--- config.mk ---
export PLATFORM = sky130hd
export DESIGN_NAME = polyphonic_square_voice_synth_core
export DESIGN_NICKNAME = d
export VERILOG_FILES = /design/src/sv/psvs_pkg.sv /design/src/sv/polyphonic_square_voice_synth_core.sv
export SDC_FILE = /design/constraint.sdc
export NUM_CORES = 1
export LEC_CHECK = 0
export BUFFER_PORTS_ARGS = -buffer_cell sky130_fd_sc_hd__buf_4
export CORE_UTILIZATION = 50
export DETAILED_ROUTE_END_ITERATION = 6
export GPL_TIMING_DRIVEN = 1
export HOLD_SLACK_MARGIN = 0.15
export PLACE_DENSITY = 0.77
export SYNTH_ARGS = -nofsm -noshare
export SYNTH_HDL_FRONTEND = slang
export SYNTH_SLANG_ARGS = --single-unit
--- constraint.sdc ---
create_clock -name aclk -period 5.68 [get_ports aclk]
set_input_delay 1.136 -clock aclk [delete_from_list [all_inputs] [get_ports aclk]]
set_output_delay 1.136 -clock aclk [all_outputs]
set_load 0.005 [all_outputs]
--- src/sv/psvs_pkg.sv ---
package psvs_pkg;

    localparam int VOICES_DEFAULT = 4;

    localparam int NOTE_W   = 7;
    localparam int PERIOD_W = 16;
    localparam int DIV_W    = 8;
    localparam int FUNC_W   = 2;
    localparam int S_DATA_W = 24;
    localparam int M_DATA_W = 8;

    localparam logic [DIV_W-1:0] DUTY_DIVISOR_RESET = 8'd2;

    typedef enum logic [FUNC_W-1:0] {
        FUNC_TICK     = 2'd0,
        FUNC_NOTE_ON  = 2'd1,
        FUNC_NOTE_OFF = 2'd2,
        FUNC_UNUSED   = 2'd3
    } func_t;

    typedef enum logic [5:0] {
        ST_IDLE = 6'b000001,
        ST_TICK = 6'b000010,
        ST_SCAN = 6'b000100,
        ST_DIV  = 6'b001000,
        ST_OFF  = 6'b010000,
        ST_DONE = 6'b100000
    } state_t;

endpackage

--- src/sv/polyphonic_square_voice_synth_core.sv ---
// Polyphonic square-wave tone generator with a pool of VOICES voices. Each input beat
// carries a function in s_tuser: a sample tick returns one beat with the speaker level,
// while note on and note off return nothing. The block takes one beat at a time and a
// single sequencer visits the voices one per cycle. After the sweep, a note on runs a
// bit-serial divider that yields one quotient bit per cycle and forms the high time as
// period / duty_divisor. A note on whose note already sounds, or that finds no free
// voice, ends after the sweep without the divider. A note on or note off with note zero,
// or a beat with the unused function, goes straight back to idle.
// A finished tick result waits in the output register until it is taken, and the next
// tick result holds the block until that register is free. The user must write the
// divisor through cfg_we and cfg_wdata while the block is idle; the block does not
// enforce this. A divisor of zero acts as one.
module polyphonic_square_voice_synth_core #(
    parameter int VOICES = psvs_pkg::VOICES_DEFAULT
) (
    input  logic                           aclk,
    input  logic                           aresetn,
    input  logic                           s_tvalid,
    output logic                           s_tready,
    // Fields from bit 0: note [6:0], note_period [22:7], zero fill [23].
    input  logic [psvs_pkg::S_DATA_W-1:0]  s_tdata,
    // Fields from bit 0: func [1:0].
    input  logic [psvs_pkg::FUNC_W-1:0]    s_tuser,
    output logic                           m_tvalid,
    input  logic                           m_tready,
    // Fields from bit 0: speaker [0], zero fill [7:1].
    output logic [psvs_pkg::M_DATA_W-1:0]  m_tdata,
    input  logic                           cfg_we,
    input  logic [psvs_pkg::DIV_W-1:0]     cfg_wdata
);
    import psvs_pkg::*;

    localparam int VW = (VOICES > 1) ? $clog2(VOICES) : 1;
    localparam logic [VW-1:0] LAST_VOICE = VW'(VOICES - 1);

    state_t                state_reg, state_next;
    logic [DIV_W-1:0]      divisor_reg;
    logic [NOTE_W-1:0]     note_reg;
    logic [PERIOD_W-1:0]   period_reg;
    logic [VW-1:0]         vidx_reg, vidx_next;
    logic                  dup_reg, dup_next;
    logic                  free_found_reg, free_found_next;
    logic [VW-1:0]         free_idx_reg, free_idx_next;
    logic                  level_reg, level_next;
    logic [PERIOD_W-1:0]   quot_reg, quot_next;
    logic [DIV_W-1:0]      rem_reg, rem_next;
    logic [3:0]            cnt_reg, cnt_next;
    logic                  m_valid_reg, m_valid_next;
    logic                  speaker_reg, speaker_next;

    logic [NOTE_W-1:0]     voice_note_reg   [VOICES];
    logic [PERIOD_W-1:0]   voice_period_reg [VOICES];
    logic [PERIOD_W-1:0]   voice_duty_reg   [VOICES];
    logic [PERIOD_W-1:0]   voice_phase_reg  [VOICES];

    logic                  accept;
    logic                  last_voice;
    logic [NOTE_W-1:0]     cur_note;
    logic [PERIOD_W:0]     phase_inc;
    logic [PERIOD_W-1:0]   phase_wrap;
    logic                  cur_high;
    logic [DIV_W-1:0]      div_eff;
    logic [DIV_W:0]        rem_shift;
    logic                  q_bit;
    logic                  out_free;
    logic                  write_tick, write_on, write_off;

    assign s_tready   = (state_reg == ST_IDLE);
    assign accept     = s_tvalid && s_tready;
    assign m_tvalid   = m_valid_reg;
    assign m_tdata    = {{(M_DATA_W-1){1'b0}}, speaker_reg};
    assign out_free   = !m_valid_reg || m_tready;
    assign last_voice = (vidx_reg == LAST_VOICE);

    assign cur_note   = voice_note_reg[vidx_reg];
    assign cur_high   = voice_phase_reg[vidx_reg] < voice_duty_reg[vidx_reg];
    assign phase_inc  = {1'b0, voice_phase_reg[vidx_reg]} + 17'd1;
    assign phase_wrap = (phase_inc >= {1'b0, voice_period_reg[vidx_reg]}) ?
                        '0 : phase_inc[PERIOD_W-1:0];

    assign div_eff    = (divisor_reg == '0) ? DIV_W'(1) : divisor_reg;
    assign rem_shift  = {rem_reg, quot_reg[PERIOD_W-1]};
    assign q_bit      = (rem_shift >= {1'b0, div_eff});

    assign write_tick = (state_reg == ST_TICK) && (cur_note != '0);
    assign write_off  = (state_reg == ST_OFF) && (cur_note == note_reg);
    assign write_on   = (state_reg == ST_DIV) && (cnt_reg == 4'd15);

    always_comb begin
        state_next      = state_reg;
        vidx_next       = vidx_reg;
        dup_next        = dup_reg;
        free_found_next = free_found_reg;
        free_idx_next   = free_idx_reg;
        level_next      = level_reg;
        quot_next       = quot_reg;
        rem_next        = rem_reg;
        cnt_next        = cnt_reg;
        m_valid_next    = m_valid_reg;
        speaker_next    = speaker_reg;

        if (m_valid_reg && m_tready) begin
            m_valid_next = 1'b0;
        end

        case (state_reg)
            ST_IDLE: begin
                vidx_next       = '0;
                dup_next        = 1'b0;
                free_found_next = 1'b0;
                level_next      = 1'b0;
                if (accept) begin
                    case (s_tuser)
                        FUNC_TICK:     state_next = ST_TICK;
                        FUNC_NOTE_ON:  state_next = (s_tdata[6:0] != '0) ? ST_SCAN : ST_IDLE;
                        FUNC_NOTE_OFF: state_next = (s_tdata[6:0] != '0) ? ST_OFF : ST_IDLE;
                        default:       state_next = ST_IDLE;
                    endcase
                end
            end
            ST_TICK: begin
                if (cur_note != '0 && cur_high) begin
                    level_next = 1'b1;
                end
                vidx_next = vidx_reg + VW'(1);
                if (last_voice) begin
                    state_next = ST_DONE;
                end
            end
            ST_DONE: begin
                if (out_free) begin
                    m_valid_next = 1'b1;
                    speaker_next = level_reg;
                    state_next   = ST_IDLE;
                end
            end
            ST_SCAN: begin
                if (cur_note == note_reg) begin
                    dup_next = 1'b1;
                end
                if (cur_note == '0 && !free_found_reg) begin
                    free_found_next = 1'b1;
                    free_idx_next   = vidx_reg;
                end
                vidx_next = vidx_reg + VW'(1);
                quot_next = period_reg;
                rem_next  = '0;
                cnt_next  = '0;
                if (last_voice) begin
                    state_next = (!dup_next && free_found_next) ? ST_DIV : ST_IDLE;
                end
            end
            ST_DIV: begin
                rem_next  = q_bit ? DIV_W'(rem_shift - {1'b0, div_eff}) : rem_shift[DIV_W-1:0];
                quot_next = {quot_reg[PERIOD_W-2:0], q_bit};
                cnt_next  = cnt_reg + 4'd1;
                if (cnt_reg == 4'd15) begin
                    state_next = ST_IDLE;
                end
            end
            ST_OFF: begin
                vidx_next = vidx_reg + VW'(1);
                if (last_voice) begin
                    state_next = ST_IDLE;
                end
            end
            default: state_next = ST_IDLE;
        endcase
    end

    always_ff @(posedge aclk) begin
        if (!aresetn) begin
            state_reg      <= ST_IDLE;
            divisor_reg    <= DUTY_DIVISOR_RESET;
            vidx_reg       <= '0;
            dup_reg        <= 1'b0;
            free_found_reg <= 1'b0;
            free_idx_reg   <= '0;
            level_reg      <= 1'b0;
            cnt_reg        <= '0;
            m_valid_reg    <= 1'b0;
            for (int v = 0; v < VOICES; v++) begin
                voice_note_reg[v] <= '0;
            end
        end else begin
            state_reg      <= state_next;
            vidx_reg       <= vidx_next;
            dup_reg        <= dup_next;
            free_found_reg <= free_found_next;
            free_idx_reg   <= free_idx_next;
            level_reg      <= level_next;
            cnt_reg        <= cnt_next;
            m_valid_reg    <= m_valid_next;
            if (cfg_we) begin
                divisor_reg <= cfg_wdata;
            end
            if (write_off) begin
                voice_note_reg[vidx_reg] <= '0;
            end
            if (write_on) begin
                voice_note_reg[free_idx_reg] <= note_reg;
            end
        end
    end

    always_ff @(posedge aclk) begin
        quot_reg    <= quot_next;
        rem_reg     <= rem_next;
        speaker_reg <= speaker_next;
        if (accept) begin
            note_reg   <= s_tdata[6:0];
            period_reg <= s_tdata[22:7];
        end
        if (write_tick) begin
            voice_phase_reg[vidx_reg] <= phase_wrap;
        end
        if (write_on) begin
            voice_period_reg[free_idx_reg] <= period_reg;
            voice_duty_reg[free_idx_reg]   <= quot_next;
            voice_phase_reg[free_idx_reg]  <= '0;
        end
    end

`ifndef SYNTHESIS
    a_tick_starts_scan: assert property (@(posedge aclk) disable iff (!aresetn)
        (accept && s_tuser == FUNC_TICK) |=> (state_reg == ST_TICK && vidx_reg == '0))
        else $error("tick beat did not start the voice sweep");

    a_div_only_when_free: assert property (@(posedge aclk) disable iff (!aresetn)
        (state_reg == ST_DIV) |-> (free_found_reg && !dup_reg))
        else $error("divider runs without a free voice");

    a_result_loaded: assert property (@(posedge aclk) disable iff (!aresetn)
        (state_reg == ST_DONE && out_free) |=> (m_valid_reg && speaker_reg == $past(level_reg)))
        else $error("tick result not loaded into the output register");

    a_no_result_off_tick: assert property (@(posedge aclk) disable iff (!aresetn)
        (!m_valid_reg && state_reg != ST_DONE) |=> !m_valid_reg)
        else $error("result beat appeared without a tick");
`endif

endmodule

==> impl_metrics.tcl <==
set metrics [dict create \
    status "finished clean" \
    setup_violations 0 \
    cts_buffers 28 \
    synthCells 871 \
    fmax_mhz 216 \
    final_antenna_net_count 0 \
    grt_pass1_wl_um 37800 \
    dieArea_um2 26800 \
    firstDrtPassIters 4 \
    synth_edf_count 252 \
    rows 58 \
    final_core_util_pct 57.4 \
    grt_max_degree 48 \
    grt_pass1_vias 7405 \
    cts_hold_buffers 0 \
    fp.dieH_um 164 \
    cts_root_buffer "clkbuf_16" \
    routedWlPerCell_um 18.5 \
    holdWs_ns 0.466 \
    hpwl_um 15300 \
    core_area_um2 25400 \
    cts_num_sinks 296 \
    cts_tree "done" \
    initial_utilization_pct 51.5 \
    layout-drive-gt1-share_pct 16.5 \
    power_uw 4780 \
    tightest_slew_ns 1.05 \
    p_per_area_nw_per_um2 328 \
    h-tree-depth 1 \
    syn_avg_cell_area_um2 15.0 \
    worst_setup_path_start_kind "flip-flop" \
    synth_seq_area_share_pct 64.6 \
    place.gp.congestion 0.802 \
    postSynth.asyncResetShare_pct 0 \
    min_period_ns 4.62 \
    gr-total-overflow 0 \
    synth_cell_types 66 \
    yosys_warnings 0 \
    fin_cells 1270 \
    viasPerCell 5.69 \
    clkSlewWorstSetupHoldPaths_ns 0.06 \
    end_kind "flip-flop" \
    vias 7231 \
    drc 0 \
    postCtsResizedCells 0 \
    syn2layout_area_growth_pct 11.5 \
    drtIter0Drc 564 \
    clock_path_buffers 3 \
    vdd_drop_max_uv 315 \
    worstPathArrival_ns 4.87 \
    worstPathMaxFanout 33 \
    routed_wl_um 23500 \
    io_buffers 40 \
    finClkSkew_ns 0.0120 \
    diodes 0 \
    hold_violations 0 \
    critPathKind "flip-flop to flip-flop" \
    nNetsFinal 1001 \
    maxSlewViolCount 0 \
    finalSetupTns_ns 0 \
    postCtsSetupRepairBufs 0 \
    antenna_found_initial 0 \
    min_path_type "flip-flop to flip-flop" \
    rsz0062_at_grt "no" \
    min_period_over_period_pct 81.3 \
    synthFlopType "edfxtp_1" \
    insertion_delay_ns 0.53 \
    final_common_cell "edfxtp_1" \
    grt_use_total_pct 18.1 \
    io_pins 49 \
    synth_seq_cells 296 \
    final_cell_mix "252 x edfxtp_1, 53 x buf_4, 49 x inv_1" \
    die_x_um 164 \
    synth.cell_area_um2 13100 \
    relSlewSlack_pct 29.5 \
    place_inst 1219 \
    cp_data_required_time_ns 5.93 \
    p_leak_uw 0.00517 \
    maxCapViolCount 0 \
]
-- metal layers --
metal | wire length, um | GRT usage, % | up-vias
li1 | - | - | 3414
met1 | 10600 | 24.7 | 3625
met2 | 11500 | 30.9 | 160
met3 | 979 | 2.12 | 32
met4 | 408 | 4.76 | 0
met5 | 0 | 0 | -
-- worst max-delay path: stages (launching register included) --
cell and delay (ns):
dfxtp_4 0.75, mux4_1 0.73, and2_1 0.22, nand4_1 0.22, nor2_1 0.13, and3_1 0.21
xor2_1 0.16, ha_1 0.31, nand2_1 0.06, or2_2 0.30, or4_1 0.50, o211ai_1 0.18
a31o_2 0.38, nor2b_1 0.15
-- through the flow --
| stage | setup slack [ns] | cell area, um2 |
|---|---|---|
| detailed placement | 1.00 | 13700 |
| global placement | 1.06 | 13700 |
| floorplan | 0.745 | 13100 |
| global route | 0.745 | 14600 |
| CTS | 0.996 | 14600 |
| finish | 1.06 | 14600 |
-- where the power goes --
part	internal [uW]	switching [uW]
sequential	2540	83.0
clock	1040	759
combinational	139	226
total	3720	1070
-- worst paths after layout --
check                          start                               to  slack (ns)  depth (start not counted)
max                        flip-flop  voice_phase_reg[3][2]$_DFFE_PP_        1.06                         13
min          cnt_reg[3]$_SDFFE_PN0N_          cnt_reg[3]$_SDFFE_PN0N_        0.47                          1
max reg2reg                flip-flop  voice_phase_reg[3][2]$_DFFE_PP_        1.06                         13
min reg2reg  cnt_reg[3]$_SDFFE_PN0N_          cnt_reg[3]$_SDFFE_PN0N_        0.47                          1
-- logic make-up after synthesis --
group	count (synthesis)	share of synthesized area, %
flip-flops	296	64.6
AND/OR/NAND/NOR	227	9.44
AO/OA/AOI/OAI	108	5.59
buffers and inverters	91	3.34
multiplexers	75	10.9
adder cells (fa/ha/maj)	43	4.17
XOR/XNOR	30	2.01
other	1	0.0287
-- area by class of cell --
| class | count | area [um2] |
|---|---|---|
| Clock buffer | 38 | 769 |
| Inverter | 50 | 188 |
| Multi-Input combinational cell | 490 | 4240 |
| Clock inverter | 13 | 124 |
| Tap cell | 330 | 413 |
| Sequential cell | 296 | 8450 |
| Fill cell | 1928 | 10800 |
| Timing Repair Buffer | 53 | 398 |
-- synth_stat cells, types with 3 or more instances --
cell type	instances	area, um2
mux4_2	43	968
xnor2_1	19	166
buf_2	7	35.0
nand3_1	15	75.1
nor2_1	35	131
nor2b_1	34	213
or3_1	3	18.8
a22oi_1	20	150
inv_1	50	188
xor2_1	11	96.3
edfxtp_1	252	7570
nand2_1	48	180
nand3b_1	4	30.0
o21ai_0	22	110
nor3_1	11	55.1
o211ai_1	7	52.6
nand4_1	3	18.8
a211oi_1	3	22.5
dfxtp_1	44	881
a21o_1	6	45.0
and2_1	14	87.6
o21a_1	6	45.0
and3_1	26	163
or4b_2	3	30.0
a21oi_1	19	95.1
buf_6	3	33.8
clkbuf_1	16	60.1
buf_4	11	82.6
or4_1	5	37.5
nor4_1	6	37.5
mux2i_1	23	230
mux4_1	8	210
nand2b_1	6	37.5
ha_1	42	526
No activity file was read; power rests on OpenSTA's default activity.
